`config.mk`:
```
export PLATFORM = sky130hd
export DESIGN_NAME = set_assoc_writeback_cache_tags_flat
export DESIGN_NICKNAME = d
export VERILOG_FILES = /design/src/rtl/sawbc_pkg.sv /design/src/rtl/sawbc_if.sv /design/src/rtl/set_assoc_writeback_cache_tags.sv /design/src/flat_wrapper.sv
export SDC_FILE = /design/constraint.sdc
export NUM_CORES = 1
export LEC_CHECK = 0
export BUFFER_PORTS_ARGS = -buffer_cell sky130_fd_sc_hd__buf_2
export CELL_PAD_IN_SITES_DETAIL_PLACEMENT = 1
export CELL_PAD_IN_SITES_GLOBAL_PLACEMENT = 1
export CORE_MARGIN = 5
export CORE_UTILIZATION = 55
export DETAILED_ROUTE_END_ITERATION = 6
export GPL_TIMING_DRIVEN = 0
export PLACE_DENSITY = 0.85
export SLEW_MARGIN = 20
export SYNTH_ARGS = -nofsm -noshare
export SYNTH_HDL_FRONTEND = slang
export SYNTH_SLANG_ARGS = --single-unit
```
`constraint.sdc`:
```
create_clock -name clk -period 11 [get_ports clk]
set_input_delay 2.2 -clock clk [delete_from_list [all_inputs] [get_ports clk]]
set_output_delay 2.2 -clock clk [all_outputs]
set_load 0.03 [all_outputs]
```
`src/rtl/sawbc_pkg.sv`:
```
// ----------------------------------------------------------------------------
// sawbc_pkg
// shared widths, defaults and register codes of the cache tag block
// ----------------------------------------------------------------------------
`default_nettype none

package sawbc_pkg;

    // default geometry
    localparam int DEF_NUM_SETS    = 8;
    localparam int DEF_NUM_WAYS    = 4;
    localparam int DEF_OFFSET_BITS = 5;

    // fixed field widths
    localparam int ADDR_W      = 32;
    localparam int LAT_W       = 10;
    localparam int PENALTY_W   = 11;
    localparam int COUNT_W     = 32;
    localparam int CFG_INDEX_W = 2;
    localparam int CFG_DATA_W  = 10;

    // configuration register indexes
    typedef enum logic [CFG_INDEX_W-1:0] {
        CFG_ENABLE    = 2'd0,
        CFG_READ_LAT  = 2'd1,
        CFG_WRITE_LAT = 2'd2
    } cfg_index_t;

    // request kinds
    localparam logic KIND_LOAD  = 1'b0;
    localparam logic KIND_STORE = 1'b1;

    // register values after reset
    localparam logic             RST_ENABLE    = 1'b1;
    localparam logic [LAT_W-1:0] RST_READ_LAT  = 10'd30;
    localparam logic [LAT_W-1:0] RST_WRITE_LAT = 10'd10;

endpackage

`default_nettype wire

```
`src/rtl/sawbc_if.sv`:
```
// ----------------------------------------------------------------------------
// sawbc request and response channels
// valid/ready channels for memory accesses and their lookup results
// ----------------------------------------------------------------------------
`default_nettype none

interface sawbc_req_if;
    import sawbc_pkg::*;

    logic              valid;
    logic              ready;
    logic              kind;
    logic [ADDR_W-1:0] address;

    modport source (output valid, output kind, output address, input ready);
    modport sink   (input valid, input kind, input address, output ready);
endinterface

interface sawbc_rsp_if;
    import sawbc_pkg::*;

    logic                 valid;
    logic                 ready;
    logic [PENALTY_W-1:0] penalty;
    logic                 hit;
    logic                 writeback;
    logic [COUNT_W-1:0]   load_count;
    logic [COUNT_W-1:0]   store_count;
    logic [COUNT_W-1:0]   load_miss_count;
    logic [COUNT_W-1:0]   store_miss_count;
    logic [COUNT_W-1:0]   writeback_count;

    modport source (
        output valid, output penalty, output hit, output writeback,
        output load_count, output store_count, output load_miss_count,
        output store_miss_count, output writeback_count,
        input  ready
    );
    modport sink (
        input  valid, input penalty, input hit, input writeback,
        input  load_count, input store_count, input load_miss_count,
        input  store_miss_count, input writeback_count,
        output ready
    );
endinterface

`default_nettype wire

```
`src/rtl/set_assoc_writeback_cache_tags.sv`:
```
// ----------------------------------------------------------------------------
// set_assoc_writeback_cache_tags
// Tag and status tracker of a set-associative, write-back, write-allocate data
// cache with round-robin replacement. Each request carries a load or store
// byte address; the block splits it into set index and tag, compares all ways
// of the set at once and returns one response per request: the penalty in
// cycles (0 on a hit, read latency on a miss, plus write latency when the
// victim was dirty), hit and writeback flags, and the five statistic counters
// after this access. It takes one request per cycle while the response channel
// is not stalled: a request is captured in an input register when accepted,
// looked up from that register and written, together with the set state
// update, into the response register once that register is free or being
// emptied. With the cache disabled the response carries the raw latency of
// the access and nothing is counted. Tags, valid and dirty bits and the victim
// pointers live in flip-flops; valid, dirty, pointers and counters clear at
// reset, no clearing pass is needed. NUM_SETS must be a power of two.
// Configuration must be written only while idle; the block itself does not
// enforce this.
// ----------------------------------------------------------------------------
`default_nettype none

module set_assoc_writeback_cache_tags #(
    parameter int NUM_SETS    = sawbc_pkg::DEF_NUM_SETS,
    parameter int NUM_WAYS    = sawbc_pkg::DEF_NUM_WAYS,
    parameter int OFFSET_BITS = sawbc_pkg::DEF_OFFSET_BITS
) (
    input  logic                              clk,
    input  logic                              rst_n,
    sawbc_req_if.sink                         req,
    sawbc_rsp_if.source                       rsp,
    input  logic                              cfg_we,
    input  logic [sawbc_pkg::CFG_INDEX_W-1:0] cfg_index,
    input  logic [sawbc_pkg::CFG_DATA_W-1:0]  cfg_data
);
    import sawbc_pkg::*;

    localparam int SET_W = $clog2(NUM_SETS);
    localparam int WAY_W = $clog2(NUM_WAYS);
    localparam int TAG_W = ADDR_W - OFFSET_BITS - SET_W;
    localparam logic [WAY_W-1:0] LAST_WAY = WAY_W'(NUM_WAYS - 1);

    // configuration registers
    logic             enable_reg;
    logic [LAT_W-1:0] read_lat_reg;
    logic [LAT_W-1:0] write_lat_reg;

    // input register
    logic             in_valid_reg;
    logic             in_kind_reg;
    logic [SET_W-1:0] in_set_reg;
    logic [TAG_W-1:0] in_tag_reg;

    // response register
    logic                 out_valid_reg;
    logic [PENALTY_W-1:0] out_penalty_reg;
    logic                 out_hit_reg;
    logic                 out_wb_reg;

    // per-set state
    logic [NUM_WAYS-1:0] valid_reg [NUM_SETS];
    logic [NUM_WAYS-1:0] dirty_reg [NUM_SETS];
    logic [TAG_W-1:0]    tag_reg   [NUM_SETS][NUM_WAYS];
    logic [WAY_W-1:0]    ptr_reg   [NUM_SETS];

    // statistic counters, always the values after the request in the
    // response register
    logic [COUNT_W-1:0] loads_reg,  loads_next;
    logic [COUNT_W-1:0] stores_reg, stores_next;
    logic [COUNT_W-1:0] load_miss_reg,  load_miss_next;
    logic [COUNT_W-1:0] store_miss_reg, store_miss_next;
    logic [COUNT_W-1:0] wb_count_reg,   wb_count_next;

    logic                 advance;
    logic                 is_store;
    logic [NUM_WAYS-1:0]  hit_vec;
    logic                 hit_any;
    logic [WAY_W-1:0]     hit_way;
    logic [WAY_W-1:0]     victim;
    logic                 victim_dirty;
    logic [WAY_W-1:0]     ptr_next;
    logic [PENALTY_W-1:0] penalty_next;
    logic                 wb_next;

    // ------------------------------------------------------------------
    // handshake: the lookup moves into the response register whenever
    // that register is free or being emptied this cycle
    // ------------------------------------------------------------------
    assign advance   = in_valid_reg && (!out_valid_reg || rsp.ready);
    assign req.ready = !in_valid_reg || advance;
    assign is_store  = (in_kind_reg == KIND_STORE);

    // ------------------------------------------------------------------
    // configuration writes, unknown indexes ignored
    // ------------------------------------------------------------------
    always_ff @(posedge clk or negedge rst_n)
    begin
        if (!rst_n)
        begin
            enable_reg    <= RST_ENABLE;
            read_lat_reg  <= RST_READ_LAT;
            write_lat_reg <= RST_WRITE_LAT;
        end
        else if (cfg_we)
        begin
            unique case (cfg_index)
                CFG_ENABLE:    enable_reg    <= cfg_data[0];
                CFG_READ_LAT:  read_lat_reg  <= cfg_data[LAT_W-1:0];
                CFG_WRITE_LAT: write_lat_reg <= cfg_data[LAT_W-1:0];
                default:       ;
            endcase
        end
    end

    // ------------------------------------------------------------------
    // input register: line number split into set index and tag
    // ------------------------------------------------------------------
    always_ff @(posedge clk or negedge rst_n)
    begin
        if (!rst_n)
        begin
            in_valid_reg <= 1'b0;
        end
        else if (req.ready)
        begin
            in_valid_reg <= req.valid;
        end
    end

    always_ff @(posedge clk)
    begin
        if (req.valid && req.ready)
        begin
            in_kind_reg <= req.kind;
            in_set_reg  <= req.address[OFFSET_BITS +: SET_W];
            in_tag_reg  <= req.address[ADDR_W-1 -: TAG_W];
        end
    end

    // ------------------------------------------------------------------
    // lookup: parallel compare of all ways, lowest matching way wins
    // ------------------------------------------------------------------
    always_comb
    begin
        for (int w = 0; w < NUM_WAYS; w++)
        begin
            hit_vec[w] = valid_reg[in_set_reg][w] && (tag_reg[in_set_reg][w] == in_tag_reg);
        end
        hit_any = |hit_vec;
        hit_way = '0;
        for (int w = NUM_WAYS - 1; w >= 0; w--)
        begin
            if (hit_vec[w])
            begin
                hit_way = WAY_W'(w);
            end
        end
    end

    // victim under the round-robin pointer, pointer wraps at the last way
    assign victim       = ptr_reg[in_set_reg];
    assign victim_dirty = dirty_reg[in_set_reg][victim];
    assign ptr_next     = (victim == LAST_WAY) ? '0 : victim + 1'b1;

    // penalty and writeback flag
    always_comb
    begin
        penalty_next = '0;
        wb_next      = 1'b0;
        if (!enable_reg)
        begin
            // disabled: raw memory latency of the access
            penalty_next = is_store ? PENALTY_W'(write_lat_reg) : PENALTY_W'(read_lat_reg);
        end
        else if (!hit_any)
        begin
            wb_next      = victim_dirty;
            penalty_next = PENALTY_W'(read_lat_reg)
                         + (victim_dirty ? PENALTY_W'(write_lat_reg) : '0);
        end
    end

    // counter next values, only used while enabled
    always_comb
    begin
        loads_next      = loads_reg;
        stores_next     = stores_reg;
        load_miss_next  = load_miss_reg;
        store_miss_next = store_miss_reg;
        wb_count_next   = wb_count_reg;
        if (is_store)
        begin
            stores_next = stores_reg + 1'b1;
            if (!hit_any)
            begin
                store_miss_next = store_miss_reg + 1'b1;
            end
        end
        else
        begin
            loads_next = loads_reg + 1'b1;
            if (!hit_any)
            begin
                load_miss_next = load_miss_reg + 1'b1;
            end
        end
        if (!hit_any && victim_dirty)
        begin
            wb_count_next = wb_count_reg + 1'b1;
        end
    end

    // ------------------------------------------------------------------
    // set state and counters, updated as the request leaves the lookup
    // ------------------------------------------------------------------
    always_ff @(posedge clk or negedge rst_n)
    begin
        if (!rst_n)
        begin
            for (int s = 0; s < NUM_SETS; s++)
            begin
                valid_reg[s] <= '0;
                dirty_reg[s] <= '0;
                ptr_reg[s]   <= '0;
            end
            loads_reg      <= '0;
            stores_reg     <= '0;
            load_miss_reg  <= '0;
            store_miss_reg <= '0;
            wb_count_reg   <= '0;
        end
        else if (advance && enable_reg)
        begin
            if (hit_any)
            begin
                // store hit marks the line dirty
                if (is_store)
                begin
                    dirty_reg[in_set_reg][hit_way] <= 1'b1;
                end
            end
            else
            begin
                // allocate on miss, dirty only for a store
                valid_reg[in_set_reg][victim] <= 1'b1;
                dirty_reg[in_set_reg][victim] <= is_store;
                ptr_reg[in_set_reg]           <= ptr_next;
            end
            loads_reg      <= loads_next;
            stores_reg     <= stores_next;
            load_miss_reg  <= load_miss_next;
            store_miss_reg <= store_miss_next;
            wb_count_reg   <= wb_count_next;
        end
    end

    // tag store, no reset: a way is only compared once valid
    always_ff @(posedge clk)
    begin
        if (advance && enable_reg && !hit_any)
        begin
            tag_reg[in_set_reg][victim] <= in_tag_reg;
        end
    end

    // ------------------------------------------------------------------
    // response register
    // ------------------------------------------------------------------
    always_ff @(posedge clk or negedge rst_n)
    begin
        if (!rst_n)
        begin
            out_valid_reg <= 1'b0;
        end
        else if (!out_valid_reg || rsp.ready)
        begin
            out_valid_reg <= in_valid_reg;
        end
    end

    always_ff @(posedge clk)
    begin
        if (advance)
        begin
            out_penalty_reg <= penalty_next;
            out_hit_reg     <= enable_reg && hit_any;
            out_wb_reg      <= enable_reg && wb_next;
        end
    end

    assign rsp.valid            = out_valid_reg;
    assign rsp.penalty          = out_penalty_reg;
    assign rsp.hit              = out_hit_reg;
    assign rsp.writeback        = out_wb_reg;
    assign rsp.load_count       = loads_reg;
    assign rsp.store_count      = stores_reg;
    assign rsp.load_miss_count  = load_miss_reg;
    assign rsp.store_miss_count = store_miss_reg;
    assign rsp.writeback_count  = wb_count_reg;

endmodule

`default_nettype wire

```
`src/flat_wrapper.sv`:
```
// flat-port wrapper written by rule: the top's interface ports become plain ports
module set_assoc_writeback_cache_tags_flat import sawbc_pkg::*;
#(
    parameter int NUM_SETS    = sawbc_pkg::DEF_NUM_SETS,
    parameter int NUM_WAYS    = sawbc_pkg::DEF_NUM_WAYS,
    parameter int OFFSET_BITS = sawbc_pkg::DEF_OFFSET_BITS
)
  (clk, rst_n, cfg_we, cfg_index, cfg_data, req_valid, req_kind, req_address, req_ready, rsp_valid, rsp_penalty, rsp_hit, rsp_writeback, rsp_load_count, rsp_store_count, rsp_load_miss_count, rsp_store_miss_count, rsp_writeback_count, rsp_ready);
  sawbc_req_if req_i ();
  sawbc_rsp_if rsp_i ();
  input  logic clk;
  input  logic rst_n;
  input  logic cfg_we;
  input  logic [sawbc_pkg::CFG_INDEX_W-1:0] cfg_index;
  input  logic [sawbc_pkg::CFG_DATA_W-1:0] cfg_data;
  input wire logic [$bits(req_i.valid)-1:0] req_valid;
  input wire logic [$bits(req_i.kind)-1:0] req_kind;
  input wire logic [$bits(req_i.address)-1:0] req_address;
  output wire logic [$bits(req_i.ready)-1:0] req_ready;
  output wire logic [$bits(rsp_i.valid)-1:0] rsp_valid;
  output wire logic [$bits(rsp_i.penalty)-1:0] rsp_penalty;
  output wire logic [$bits(rsp_i.hit)-1:0] rsp_hit;
  output wire logic [$bits(rsp_i.writeback)-1:0] rsp_writeback;
  output wire logic [$bits(rsp_i.load_count)-1:0] rsp_load_count;
  output wire logic [$bits(rsp_i.store_count)-1:0] rsp_store_count;
  output wire logic [$bits(rsp_i.load_miss_count)-1:0] rsp_load_miss_count;
  output wire logic [$bits(rsp_i.store_miss_count)-1:0] rsp_store_miss_count;
  output wire logic [$bits(rsp_i.writeback_count)-1:0] rsp_writeback_count;
  input wire logic [$bits(rsp_i.ready)-1:0] rsp_ready;
  assign req_i.valid = req_valid;
  assign req_i.kind = req_kind;
  assign req_i.address = req_address;
  assign req_ready = req_i.ready;
  assign rsp_valid = rsp_i.valid;
  assign rsp_penalty = rsp_i.penalty;
  assign rsp_hit = rsp_i.hit;
  assign rsp_writeback = rsp_i.writeback;
  assign rsp_load_count = rsp_i.load_count;
  assign rsp_store_count = rsp_i.store_count;
  assign rsp_load_miss_count = rsp_i.load_miss_count;
  assign rsp_store_miss_count = rsp_i.store_miss_count;
  assign rsp_writeback_count = rsp_i.writeback_count;
  assign rsp_i.ready = rsp_ready;
  set_assoc_writeback_cache_tags #(.NUM_SETS(NUM_SETS), .NUM_WAYS(NUM_WAYS), .OFFSET_BITS(OFFSET_BITS)) u_core (.clk(clk), .rst_n(rst_n), .req(req_i), .rsp(rsp_i), .cfg_we(cfg_we), .cfg_index(cfg_index), .cfg_data(cfg_data));
endmodule
```
==> impl_metrics.py <==
metrics = {
    "status": {
        "status": "completed",
    },
    "timing": {
        "max_freq_mhz": 142,
        "fin_crit_ns": 7.06,
        "setup_viol": 0,
        "hold_viol_final": 0,
        "rsz0062_at_grt": "false",
        "timing.final.crit_share": 0.642,
        "clock_skew_ns": 0.0630,
        "setup-tns-final_ns": 0,
        "worstMarginPinSlew_ns": 1.20,
        "maxSlewHeadroom": 0.193,
        "finalWorstSetupSlack_ns": 3.94,
        "drv_slew": 0,
    },
    "clock_tree": {
        "clock_latency_ns": 0.71,
        "clock-root-buffer": "clkbuf_16",
        "clock_path_buffers": 3,
        "path_clk_slew_ns": 0.07,
        "cts_tree": "done",
        "post_cts_resized": 0,
        "postCtsSetupBuffers": 0,
        "clock-sinks": 1075,
        "holdBufCountCts": 0,
        "htree_levels": 3,
        "cts_made_buffers": 108,
    },
    "final_layout": {
        "nNetsFinal": 3074,
        "drive_gt1_frac": 0.237,
        "fin_cells": 4151,
        "largest_reg_flops": 768,
        "area_growth_pct": 16.3,
    },
    "routing": {
        "via_per_inst": 6.72,
        "dr.pass1.iters": 6,
        "drt_iter0_markers": 3745,
        "drcViolationCount": 0,
        "postRouteAntennaNets": 0,
        "drt_wl_total_um": 143000,
        "wl_per_cell_um": 34.5,
        "vias": 27900,
    },
    "yosys": {
        "synth_ff_type": "edfxtp_1",
        "synth_xor_area_frac": 0.0511,
        "ys_seq_area_frac": 0.702,
        "synthArstFlopShare": 0.245,
        "synth.area.mux_share": 0.125,
        "synth.area.top_cells": "edfxtp_1 (55%), dfrtp_1 (15%), mux4_2 (6.5%), mux2i_1 (4.9%), xnor2_1 (3.5%)",
        "yosysTopAreaCellShare": 0.551,
        "netlist.top_cell.by_area": "edfxtp_1",
        "yosys.cell_types.count": 62,
        "synth_area_um2": 44100,
        "synth-simple-area-share": 0.0636,
        "synth_top_family_by_area": "multiplexers",
        "synth_compound_area_frac": 0.0324,
        "synth-edff-count": 809,
        "synthAdderAreaFrac": 0.00585,
        "syn_area_per_cell_um2": 16.8,
        "syn_inst": 2621,
        "ys_warn_count": 0,
        "ys_seq_elements": 1075,
        "synth_nets": 2691,
    },
    "grt": {
        "grt_max_degree": 107,
        "grt_pass1_wl_um": 203000,
        "grt.overflow.total": 0,
        "first_global_vias": 29500,
        "antenna_found_initial": 6,
        "grt.total_usage": 0.320,
    },
    "floorplanning": {
        "die_w_um": 293,
        "core_um2": 79300,
        "dieArea_um2": 85900,
        "die_height_um": 293,
        "rows": 103,
        "io_pins": 225,
        "initial_core_util": 0.556,
    },
    "flow_run": {
        "maxCapViolations": 0,
    },
    "power_and_ir_drop": {
        "ir_drop_mv": 0.167,
        "powerDensity_nw_per_um2": 193,
        "p_leak_nw": 19.5,
    },
    "worst_setup_path": {
        "critical_path_class": "register to register",
        "startpoint_type": "register",
        "critPathMaxFanout": 10,
        "required_ns": 11.40,
        "arrival_ns": 7.47,
        "crit_path_end_kind": "register",
    },
    "place": {
        "gp_congestion": 0.855,
        "dpl.hpwl_um": 85900,
        "io_buffer_count": 219,
        "post-place-cells": 3933,
        "place_worst_setup_slack_ns": 4.59,
    },
    "hold_path": {
        "hp-class": "register to register",
    },
}
[synthesized netlist by cell type, drive strengths merged (18+ instances only)]
library cell and instances:
xnor2 174, nor3 22, and3 35, a21oi 18, nand3 100, clkbuf 48
inv 44, edfxtp 809, xor2 83, a22oi 66, ha 19, mux2 44
nand2b 28, mux4 127, buf 84, a22o 30, nand4 41, nor2b 20
nor4 24, nor2 76, mux2i 214, or3 20, dfrtp 256, nand2 104
[final timing paths]
kind,start,cells past startpoint,end,slack [ns]
max in group asynchronous,rst_n,3,u_core.rsp.writeback_count[0],8.10
setup / recovery,u_core.in_set_reg[0],25,u_core.rsp.penalty[8],3.94
hold reg to reg,u_core.rsp.load_count[31],1,u_core.rsp.load_count[31],0.47
min in group asynchronous,rst_n,1,u_core.rsp.load_miss_count[24],1.55
hold / removal,u_core.rsp.load_count[31],1,u_core.rsp.load_count[31],0.47
setup reg to reg,u_core.in_set_reg[0],25,u_core.rsp.penalty[8],3.94
[worst max-delay path, cell delays in order, from the launching register on]
cell      delay [ns]
edfxtp_1        0.55
clkbuf_1        0.66
clkbuf_1        0.42
nor3_1          0.15
clkbuf_1        0.34
a22o_1          0.29
a221oi_1        0.43
nand3_1         0.16
nor2_1          0.13
a311oi_1        0.08
a31oi_1         0.49
buf_2           0.34
clkbuf_1        0.49
nor2b_1         0.11
ha_1            0.24
fa_1            0.41
a21oi_1         0.18
nor2_1          0.06
nor2_1          0.19
o21bai_1        0.10
a21oi_1         0.26
o21bai_1        0.11
a21oi_1         0.24
xnor2_1         0.11
nand3_1         0.09
o21ai_0         0.13
[cells in the final DEF (no fill, tap or decap), types with 66 or more instances in the layout]
cell	instances
a22oi_1	66
buf_2	262
clkbuf_1	75
clkbuf_16	109
dfrtp_1	256
edfxtp_1	809
mux2i_1	214
mux4_2	127
nand2_1	103
nand3_1	99
nor2_1	66
xnor2_1	174
xor2_1	83
[logic make-up after synthesis]
| family | Yosys count |
|---|---|
| simple gates | 521 |
| compound gates | 187 |
| xor+xnor | 257 |
| flops | 1075 |
| fa+ha+maj | 20 |
| buf+inv | 176 |
| mux | 385 |
[cell type report]
type	instances	area, um2
inverter	44	165
clock inverter	60	636
fill	6991	28000
timing repair buffer	273	2230
tap	1050	1310
buffer	132	712
sequential	1075	30900
antenna	3	7.51
multi-input combinational	1370	12300
clock buffer	144	2940
[routing by layer]
metal | track usage | vias up | wire length [um]
met5 | 0 | - | 55
met4 | 0.137 | 8 | 7510
met3 | 0.0770 | 454 | 15700
met2 | 0.537 | 2239 | 70100
met1 | 0.404 | 14400 | 49800
li1 | - | 10800 | -
[power breakdown]
group          internal, mW  switching (mW)  total [mW]
clock                  2.14            1.68        3.83
combinational         0.489           0.848        1.34
sequential             4.57           0.172        4.74
[per-stage QoR]
step	power (mW)	util	area, um2	hold WS [ns]
6_report	9.91	0.647	51300	0.473
3_5_place_dp	6.06	0.599	47500	0.454
5_1_grt	10.2	0.647	51200	0.499
2_1_floorplan	5.56	-	44100	0.428
4_1_cts	9.83	0.644	51100	0.475
3_3_place_gp	5.94	0.586	46500	0.444
Power figures use the tool's default switching activity.
